## src/design/jsu_pkg.sv

```systemverilog
// Package: transaction types, result kinds and byte tables for the JSON string unescaper.
package jsu_pkg;

    typedef enum logic [2:0] {
        KIND_CHAR      = 3'd0,
        KIND_CLOSED    = 3'd1,
        KIND_INVALID   = 3'd2,
        KIND_TRUNCATED = 3'd3,
        KIND_NONE      = 3'd4
    } kind_t;

    typedef struct packed {
        logic [7:0] data_byte;
        logic       last_byte;
    } byte_item_t;

    typedef struct packed {
        kind_t       kind;
        logic [15:0] code_unit;
        logic        ended_unclosed;
    } char_item_t;

    localparam logic [7:0] CHR_QUOTE     = 8'h22;
    localparam logic [7:0] CHR_BACKSLASH = 8'h5C;
    localparam logic [7:0] CHR_SLASH     = 8'h2F;

    localparam logic [2:0] LEAD_INVALID = 3'd6;

    // low 16 bits of the UTF-8 offsets; lengths 2..5 share the same low half
    localparam logic [15:0] OFFSET_LEN1 = 16'h3080;
    localparam logic [15:0] OFFSET_LONG = 16'h2080;

    // Continuation count implied by a lead byte, or LEAD_INVALID.
    function automatic logic [2:0] extra_bytes_of(input logic [7:0] b);
        logic [2:0] ext;
        priority if (b < 8'h80) ext = 3'd0;
        else if (b < 8'hC0)     ext = LEAD_INVALID;
        else if (b < 8'hE0)     ext = 3'd1;
        else if (b < 8'hF0)     ext = 3'd2;
        else if (b < 8'hF8)     ext = 3'd3;
        else if (b < 8'hFC)     ext = 3'd4;
        else if (b < 8'hFE)     ext = 3'd5;
        else                    ext = LEAD_INVALID;
        return ext;
    endfunction

    // Escape letter to character; bit 8 set when the letter is known.
    function automatic logic [8:0] escape_char(input logic [7:0] b);
        logic [8:0] r;
        unique case (b)
            CHR_QUOTE:     r = {1'b1, CHR_QUOTE};
            CHR_BACKSLASH: r = {1'b1, CHR_BACKSLASH};
            CHR_SLASH:     r = {1'b1, CHR_SLASH};
            8'h62:         r = {1'b1, 8'h08};
            8'h66:         r = {1'b1, 8'h0C};
            8'h6E:         r = {1'b1, 8'h0A};
            8'h72:         r = {1'b1, 8'h0D};
            8'h74:         r = {1'b1, 8'h09};
            default:       r = 9'h000;
        endcase
        return r;
    endfunction

endpackage

```

## src/design/json_string_utf8_unescape.sv

```systemverilog
// JSON string body unescaper and UTF-8 decoder, one byte per cycle while byte_stall is low.
// Takes one byte of a JSON string body per cycle while byte_stall is low (starting after the
// opening quote) and gives at most one result per byte, registered in the cycle after the byte
// is taken when the output is not stalled. The
// decode of a byte is a single pass through the escape table, the lead-byte classifier and
// one 16-bit shift-add-subtract on the code accumulator: a byte is taken every unstalled cycle.
// An output register plus a one-entry skid register let input continue while a result is
// stalled, until a second result is waiting; byte_stall rises only when both hold a result.
module json_string_utf8_unescape (
    input  logic                clk,
    input  logic                rst_n,
    input  logic                byte_valid,
    output logic                byte_stall,
    input  jsu_pkg::byte_item_t byte_item,
    output logic                char_valid,
    input  logic                char_stall,
    output jsu_pkg::char_item_t char_item
);
    import jsu_pkg::*;

    logic        esc_reg, esc_next;
    logic [2:0]  rem_reg, rem_next;
    logic [2:0]  len_reg, len_next;
    logic [15:0] acc_reg, acc_next;

    logic        out_valid_reg, out_valid_next;
    char_item_t  out_reg, out_next;
    logic        skid_valid_reg, skid_valid_next;
    char_item_t  skid_reg, skid_next;

    logic        accept, pop, have;
    kind_t       kind;
    logic [15:0] code;
    logic [15:0] acc_shift;
    logic [2:0]  ext;
    logic [8:0]  esc_res;
    logic [7:0]  b;
    logic        last;
    char_item_t  result;

    assign b          = byte_item.data_byte;
    assign last       = byte_item.last_byte;
    assign byte_stall = skid_valid_reg;
    assign accept     = byte_valid && !skid_valid_reg;
    assign pop        = out_valid_reg && !char_stall;
    assign char_valid = out_valid_reg;
    assign char_item  = out_reg;

    assign acc_shift = {acc_reg[9:0], 6'b0} + {8'h00, b};
    assign ext       = extra_bytes_of(b);
    assign esc_res   = escape_char(b);

    always_comb
    begin
        kind     = KIND_NONE;
        code     = 16'h0000;
        have     = 1'b0;
        esc_next = esc_reg;
        rem_next = rem_reg;
        len_next = len_reg;
        acc_next = acc_reg;

        if (rem_reg != 3'd0)
        begin
            acc_next = acc_shift;
            rem_next = rem_reg - 3'd1;
            if (rem_reg == 3'd1)
            begin
                code = acc_shift - ((len_reg == 3'd1) ? OFFSET_LEN1 : OFFSET_LONG);
                kind = KIND_CHAR;
                have = 1'b1;
            end
            else if (last)
            begin
                kind = KIND_TRUNCATED;
                have = 1'b1;
            end
        end
        else if (esc_reg)
        begin
            esc_next = 1'b0;
            if (esc_res[8])
            begin
                kind = KIND_CHAR;
                code = {8'h00, esc_res[7:0]};
                have = 1'b1;
            end
        end
        else if (b == CHR_QUOTE)
        begin
            kind = KIND_CLOSED;
            have = 1'b1;
        end
        else if (b == CHR_BACKSLASH)
        begin
            esc_next = 1'b1;
        end
        else if (ext == LEAD_INVALID)
        begin
            kind = KIND_INVALID;
            have = 1'b1;
        end
        else if (ext == 3'd0)
        begin
            kind = KIND_CHAR;
            code = {8'h00, b};
            have = 1'b1;
        end
        else if (last)
        begin
            kind = KIND_TRUNCATED;
            have = 1'b1;
        end
        else
        begin
            acc_next = {8'h00, b};
            rem_next = ext;
            len_next = ext;
        end

        if (last && !have)
        begin
            kind = KIND_NONE;
            have = 1'b1;
        end

        // finished sequence, close, error or end of buffer: start a new string body
        if ((have && (kind != KIND_CHAR || rem_reg == 3'd1)) || last)
        begin
            esc_next = 1'b0;
            rem_next = 3'd0;
            len_next = 3'd0;
            acc_next = 16'h0000;
        end

        result.kind           = kind;
        result.code_unit      = code;
        result.ended_unclosed = last && (kind == KIND_CHAR || kind == KIND_NONE);
    end

    always_comb
    begin
        out_valid_next  = out_valid_reg;
        out_next        = out_reg;
        skid_valid_next = skid_valid_reg;
        skid_next       = skid_reg;
        if (out_valid_reg && !pop)
        begin
            if (accept && have)
            begin
                skid_valid_next = 1'b1;
                skid_next       = result;
            end
        end
        else if (skid_valid_reg)
        begin
            out_valid_next  = 1'b1;
            out_next        = skid_reg;
            skid_valid_next = 1'b0;
        end
        else
        begin
            out_valid_next = accept && have;
            out_next       = result;
        end
    end

    always_ff @(posedge clk or negedge rst_n)
    begin
        if (!rst_n)
        begin
            esc_reg        <= 1'b0;
            rem_reg        <= 3'd0;
            len_reg        <= 3'd0;
            acc_reg        <= 16'h0000;
            out_valid_reg  <= 1'b0;
            skid_valid_reg <= 1'b0;
        end
        else
        begin
            if (accept)
            begin
                esc_reg <= esc_next;
                rem_reg <= rem_next;
                len_reg <= len_next;
                acc_reg <= acc_next;
            end
            out_valid_reg  <= out_valid_next;
            skid_valid_reg <= skid_valid_next;
        end
    end

    always_ff @(posedge clk)
    begin
        out_reg  <= out_next;
        skid_reg <= skid_next;
    end

    a_skid_behind_out: assert property (@(posedge clk) disable iff (!rst_n)
        skid_valid_reg |-> out_valid_reg)
        else $error("skid entry held without an output entry");

    a_esc_not_in_seq: assert property (@(posedge clk) disable iff (!rst_n)
        !(esc_reg && rem_reg != 3'd0))
        else $error("escape pending inside a UTF-8 sequence");

    a_rem_within_len: assert property (@(posedge clk) disable iff (!rst_n)
        rem_reg <= len_reg)
        else $error("remaining count exceeds sequence length");

    a_last_clears: assert property (@(posedge clk) disable iff (!rst_n)
        (accept && last) |=> (rem_reg == 3'd0 && !esc_reg && acc_reg == 16'h0000))
        else $error("state not cleared after last byte");

    a_code_only_for_char: assert property (@(posedge clk) disable iff (!rst_n)
        char_valid |-> (char_item.kind == KIND_CHAR || char_item.code_unit == 16'h0000))
        else $error("nonzero code unit on a non-character result");

endmodule

```

## config.mk

```make
export PLATFORM = sky130hd
export DESIGN_NAME = json_string_utf8_unescape
export DESIGN_NICKNAME = d
export VERILOG_FILES = /design/src/design/jsu_pkg.sv /design/src/design/json_string_utf8_unescape.sv
export SDC_FILE = /design/constraint.sdc
export NUM_CORES = 1
export LEC_CHECK = 0
export BUFFER_PORTS_ARGS = -buffer_cell sky130_fd_sc_hd__buf_2
export CAP_MARGIN = 40
export CORE_ASPECT_RATIO = 2
export CORE_MARGIN = 2
export CORE_UTILIZATION = 61
export CTS_BUF_LIST = sky130_fd_sc_hd__clkbuf_2 sky130_fd_sc_hd__clkbuf_4 sky130_fd_sc_hd__clkbuf_8
export DETAILED_ROUTE_END_ITERATION = 8
export PLACE_DENSITY_LB_ADDON = 0.15
export SYNTH_ARGS = -nofsm -noshare
export SYNTH_HDL_FRONTEND = slang
export SYNTH_SLANG_ARGS = --single-unit
```

## constraint.sdc

```tcl
create_clock -name clk -period 4.4 [get_ports clk]
set_clock_uncertainty 0.2 [all_clocks]
set_input_delay 0.44 -clock clk [delete_from_list [all_inputs] [get_ports clk]]
set_output_delay 0.44 -clock clk [all_outputs]
set_load 0.02 [all_outputs]
```

Word-level counts from Yosys, hierarchy flattened. Index checks and enable logic that the tools add are counted.

Eq/ne operators: 26. Add/subtract/negate cells: 3. Mux-type cells: 64. Reductions and logical operators: 22. Magnitude comparators: 7.

Operator list (number): two-way mux 10 bit (8); two-way mux 3 bit (25); one-hot mux 9 bit (8 select lines) (1); < comparator 8 bit, second input constant (7); == test 8 x 7 -> 1 bit, second input constant (6); two-way mux 16 bit (3); two-way mux 8 bit (5); two-way mux 20 bit (1); two-way mux 1 bit (18); adder 16 x 8 -> 16 bit (1); == test 8 x 6 -> 1 bit, second input constant (2); inequality test 2 x 1 -> 1 bit, second input constant (8); subtractor 16 x 14 -> 16 bit (1); two-way mux 13 bit (1); inequality test 3 x 2 -> 1 bit, second input constant (4); AND reduction 8 bit (1); logical AND 1 bit (7); AND reduction 7 bit (1); == test 3 x 1 -> 1 bit, second input constant (2); == test 3 bit, second input constant (2); logical NOT 3 bit (2); inequality test 3 x 1 -> 1 bit, second input constant (2); nonzero test 3 bit (2); logical NOT 1 bit (4); 4 further kinds (8).

Input bits: 13. Output and inout port bits: 22. Logic and storage cells: 134. Flip-flop bits (word level): 59.

Logic depth before layout (Yosys ltp).
Word-level depth: 24. Gate-level depth with buffers: 11. Mapped depth without buffers: 10.

Least setup slack after synthesis. Ideal clock, no wire load.

Kind: input to register. From: in byte_item[3] in the netlist's numbering. To: reg skid_reg[0] in the netlist's numbering, enable pin. Setup time: 428 ps. Arrival: 3605 ps. Buffers on the path: 1. Setup slack: 167 ps. Stages: 7. Data required time: 3772 ps. Cells stage by stage: buf_2 > or4b_4 > o32ai_2 > a211oi_2 > nand2b_1 > a31o_2 > a211oi_1.

Cells in the longest elaborated chain, start to end: 20. Elaborated cells between the ends (all ways): 37. Classes of those cells: order compare: 7; eq/ne: 9; mux: 16; reduce/logical: 5.

RTL lines: start: declaration (RTL line json_string_utf8_unescape.sv:14) `input jsu_pkg::byte_item_t byte_item,`; < comparator 8 bit (RTL line jsu_pkg.sv:42) `else if (b < 8'hFE) ext = 3'd5;`; two-way mux 2 bit (RTL line jsu_pkg.sv:42); two-way mux 2 bit (RTL line jsu_pkg.sv:41) `else if (b < 8'hFC) ext = 3'd4;`; two-way mux 3 bit (RTL line jsu_pkg.sv:40) `else if (b < 8'hF8) ext = 3'd3;`; two-way mux 3 bit (RTL line jsu_pkg.sv:39) `else if (b < 8'hF0) ext = 3'd2;`; two-way mux 3 bit (RTL line jsu_pkg.sv:38) `else if (b < 8'hE0) ext = 3'd1;`; two-way mux 3 bit (RTL line jsu_pkg.sv:37) `else if (b < 8'hC0) ext = LEAD_INVALID;`; two-way mux 3 bit (RTL line jsu_pkg.sv:36) `priority if (b < 8'h80) ext = 3'd0;`; (+4 left out); two-way mux 1 bit (RTL line json_string_utf8_unescape.sv:89) `else if (b == CHR_QUOTE)`; two-way mux 1 bit * (RTL line json_string_utf8_unescape.sv:79) `else if (esc_reg)`; two-way mux 1 bit * (RTL line json_string_utf8_unescape.sv:63) `if (rem_reg != 3'd0)`; logical NOT 1 bit (RTL line json_string_utf8_unescape.sv:121) `if (last && !have)`; logical AND 1 bit (RTL line json_string_utf8_unescape.sv:121); two-way mux 1 bit * (RTL line json_string_utf8_unescape.sv:121); logical AND 1 bit * (RTL line json_string_utf8_unescape.sv:149) `if (accept && have)`; AND reduction 2 bit (no source line) *; end signal: assignment (RTL line json_string_utf8_unescape.sv:196) `skid_reg <= skid_next;`; end: declaration (RTL line json_string_utf8_unescape.sv:29) `char_item_t skid_reg, skid_next;`.

Mark *: on every way between the ends. The rest lies on a longest branch, timed or not. A chain may end at the register's enable or synchronous reset.

Worst setup path after layout.
From: reg rem_reg[0]. To: reg acc_reg[2].

Cells in the longest elaborated chain, start to end: 12. Elaborated cells between the ends (all ways): 23. Classes of those cells: eq/ne: 7; mux: 8; reduce/logical: 8.

RTL lines: start: declaration (RTL line json_string_utf8_unescape.sv:22) `logic [2:0] rem_reg, rem_next;`; start signal: assignment (RTL line json_string_utf8_unescape.sv:184) `rem_reg <= rem_next;`; == test 3 x 1 -> 1 bit (RTL line json_string_utf8_unescape.sv:67, json_string_utf8_unescape.sv:128); two-way mux 1 bit (RTL line json_string_utf8_unescape.sv:67) `if (rem_reg == 3'd1)`; two-way mux 1 bit (RTL line json_string_utf8_unescape.sv:63); logical NOT 1 bit (RTL line json_string_utf8_unescape.sv:121); logical AND 1 bit (RTL line json_string_utf8_unescape.sv:121); two-way mux 3 bit (RTL line json_string_utf8_unescape.sv:121); nonzero test 3 bit (RTL line json_string_utf8_unescape.sv:128) `if ((have && (kind != KIND_CHAR || rem_reg == 3'd1)) || last)`; logical OR 1 bit (RTL line json_string_utf8_unescape.sv:128); logical AND 1 bit (RTL line json_string_utf8_unescape.sv:128); logical OR 1 bit (RTL line json_string_utf8_unescape.sv:128); inequality test 3 x 2 -> 1 bit (no source line) or inequality test 3 x 1 -> 1 bit (tied branches); AND reduction 7 bit (no source line); end signal: assignment (RTL line json_string_utf8_unescape.sv:186) `acc_reg <= acc_next;`; end: declaration (RTL line json_string_utf8_unescape.sv:24) `logic [15:0] acc_reg, acc_next;`.

Parallel ways exist; a longest one is shown, timed or not.

==> impl_metrics.ini <==
[critical_path]
worst_setup_path_start_kind = flip-flop
crit_type = reg -> reg
slowest_delay_ps = 640
end_kind = flip-flop
critPathTopFamily = simple AND/OR/NAND/NOR gates
ff2ff_path_depth = 8
rr_startpoint = rem_reg[0]
worstPathRequired_ps = 4430
path_cells = inv_1 > ha_1 > nand2b_1 > or4_4 > o311ai_1 > o31ai_2 > a21oi_2 > mux2_2
worstPathArrival_ps = 3430
path_depth = 8
crit_end = acc_reg[2]
reg2reg_to = acc_reg[2]
cp_slowest_cell = or4_4
path_buf_inv = 1
crit_start = rem_reg[0]
rrSetupSlack_ps = 990
path_max_fanout = 12

[die]
die_x_um = 57.5
die_h_um = 111
row_count = 39
initial_core_util_pct = 62.3
fp.dieArea_mm2 = 0.00639
core_mm2 = 0.00561
ios = 35

[timing]
setup_ws_ps = 994
setup-tns-final_ps = 0
rsz0062_at_grt = false
fin_crit_ps = 3410
tightestPinTransition_ps = 822
slew_headroom_pct = 43.8
finalCritPeriodShare_pct = 77.4
setup_viol = 0
hold_violations = 0
slew_violations = 0
max_freq_mhz = 294

[yosys]
synth_top_cell_by_area = edfxtp_1
ys_ff_latch = 59
synthCells = 325
yosysUniqueCellTypes = 70
synthFlopType = edfxtp_1
synth-edff-count = 40
avgSynthCellArea_um2 = 10.8
synth_top_cell_area_share_pct = 34.4
syn_nets = 346
yosys_warnings = 0
async_reset_ff_share_pct = 32.2
ys_top_cells_by_area = edfxtp_1 34%, dfrtp_1 14%, mux2_2 3.9%, nand2_1 3.7%, o21ai_0 2.6%
synth_seq_area_share_pct = 48.0
synth.cell_area_mm2 = 0.00349

[place]
routabilityCongestion = 0.954
place_ws_ps = 869
port_buffers = 34
dp_cells = 406
hpwl_um = 5530

[power]
finalPower_mw = 2.67
p_leak_nw = 1.57
power_per_cell_area_mw_per_mm2 = 682
peakVddDrop_mv = 0.493

[clock_network]
cts_resized = 0
htree_levels = 3
cts-buffers-inserted = 9
clkSlewWorstSetupHoldPaths_ps = 60
clk_latency_ps = 340
root_buffer = clkbuf_8
clock-sinks = 59
cts.path.max_buffers = 2
cts_hold_buffers = 1
cts_tree = built
postCtsSetupRepairBufs = 0

[routing]
wl_per_cell_um = 17.8
drc = 0
wirelength_um = 7540
postRouteAntennaNets = 0
via_count = 2695
routed_via_density = 6.37
first_iter_violations = 116
dr.pass1.iters = 4

[cells_and_area]
diodes = 0
multiInputGateArea_mm2 = 0.00169
layout.cells.non_filler = 423
mostFrequentLayoutCells = 40 x edfxtp_1, 34 x nand2_1, 34 x buf_2
fillers = 416
layout-drive-gt1-share_pct = 23.5
final_util_pct = 69.7
final_nets = 378
area_growth_pct = 11.9
mostFrequentLayoutCell = edfxtp_1
seqCellArea_mm2 = 0.00168

[global_routing]
antenna_found_initial = 0
grt_start_max_net_pins = 32
grt_pass1_vias = 2668
overflow = 0
grt_first_pass_wirelength_um = 12700
groute.usage.overall_pct = 25.8

[min_path]
hold_class = in -> reg

[run_status]
status = finished clean

[run]
cap_viol_max_count = 0
==> area by class of cell <==
| cell class | count | area share (%) |
|---|---|---|
| clock inverters | 3 | 1.02 |
| well taps | 61 | 1.95 |
| clock buffers | 13 | 4.10 |
| repair buffers | 39 | 5.66 |
| multi-input cells | 235 | 43.1 |
| inverters | 13 | 1.25 |
| flip-flops and latches | 59 | 42.9 |
==> stage by stage <==
step	instance area (um2)	hold WS (ps)
floorplan	3490	-55.6
global placement	3670	196
detailed placement	3700	204
CTS	3910	191
global route	3910	223
finish	3910	203
==> synth_stat cells (4+ instances only) <==
| cell | instances |
|---|---|
| a32o_1 | 4 |
| nand3_1 | 8 |
| dfrtp_1 | 19 |
| inv_1 | 13 |
| edfxtp_1 | 40 |
| mux2_2 | 12 |
| a22o_1 | 4 |
| buf_2 | 4 |
| o31ai_1 | 8 |
| o21ai_1 | 6 |
| mux2_4 | 4 |
| xor2_1 | 5 |
| ha_1 | 7 |
| a21oi_1 | 13 |
| nor2b_1 | 8 |
| nand2b_1 | 5 |
| mux2i_1 | 4 |
| a211oi_1 | 4 |
| nor3_1 | 4 |
| clkbuf_1 | 12 |
| o21ai_0 | 18 |
| xnor2_1 | 7 |
| nand2_1 | 34 |
| nor2_1 | 18 |
==> tightest hold or removal path, stage by stage <==
cell and delay [ps]:
buf_2 100, a31oi_1 90, nand2_1 70
==> how the worst min path moves through the flow <==
stage                       to        from  slack, ps  cells past startpoint
detailed placement  acc_reg[9]       rst_n        200                      1
finish              char_valid  byte_valid        200                      3
global placement    acc_reg[9]       rst_n        200                      1
CTS                 char_valid  byte_valid        190                      3
floorplan           acc_reg[0]       rst_n        -60                      0
global route        char_valid  byte_valid        220                      3
==> report_power, final <==
part / internal (mW) / switching (mW)
combinational: 0.471 / 0.765
clock: 0.294 / 0.201
sequential: 0.840 / 0.0948
==> layer usage <==
metal | GRT usage, % | up-vias | routed length (um)
met5 | 0 | - | 0
met1 | 33.3 | 1297 | 3140
li1 | - | 1286 | -
met3 | 4.90 | 22 | 373
met4 | 14.9 | 0 | 257
met2 | 39.8 | 90 | 3780
==> kinds of logic (layout without fill, tap and decap cells) <==
group / after synthesis / count (layout) / share of synthesized area [%]
AO/OA/AOI/OAI: 91 / 91 / 19.0
flip-flops: 59 / 59 / 48.0
XOR/XNOR: 12 / 12 / 3.01
AND/OR/NAND/NOR: 102 / 102 / 15.6
adder cells (fa/ha/maj): 8 / 8 / 3.08
multiplexers: 22 / 22 / 7.38
buffers and inverters: 31 / 68 / 3.90
(Power assumes the default switching activity.)
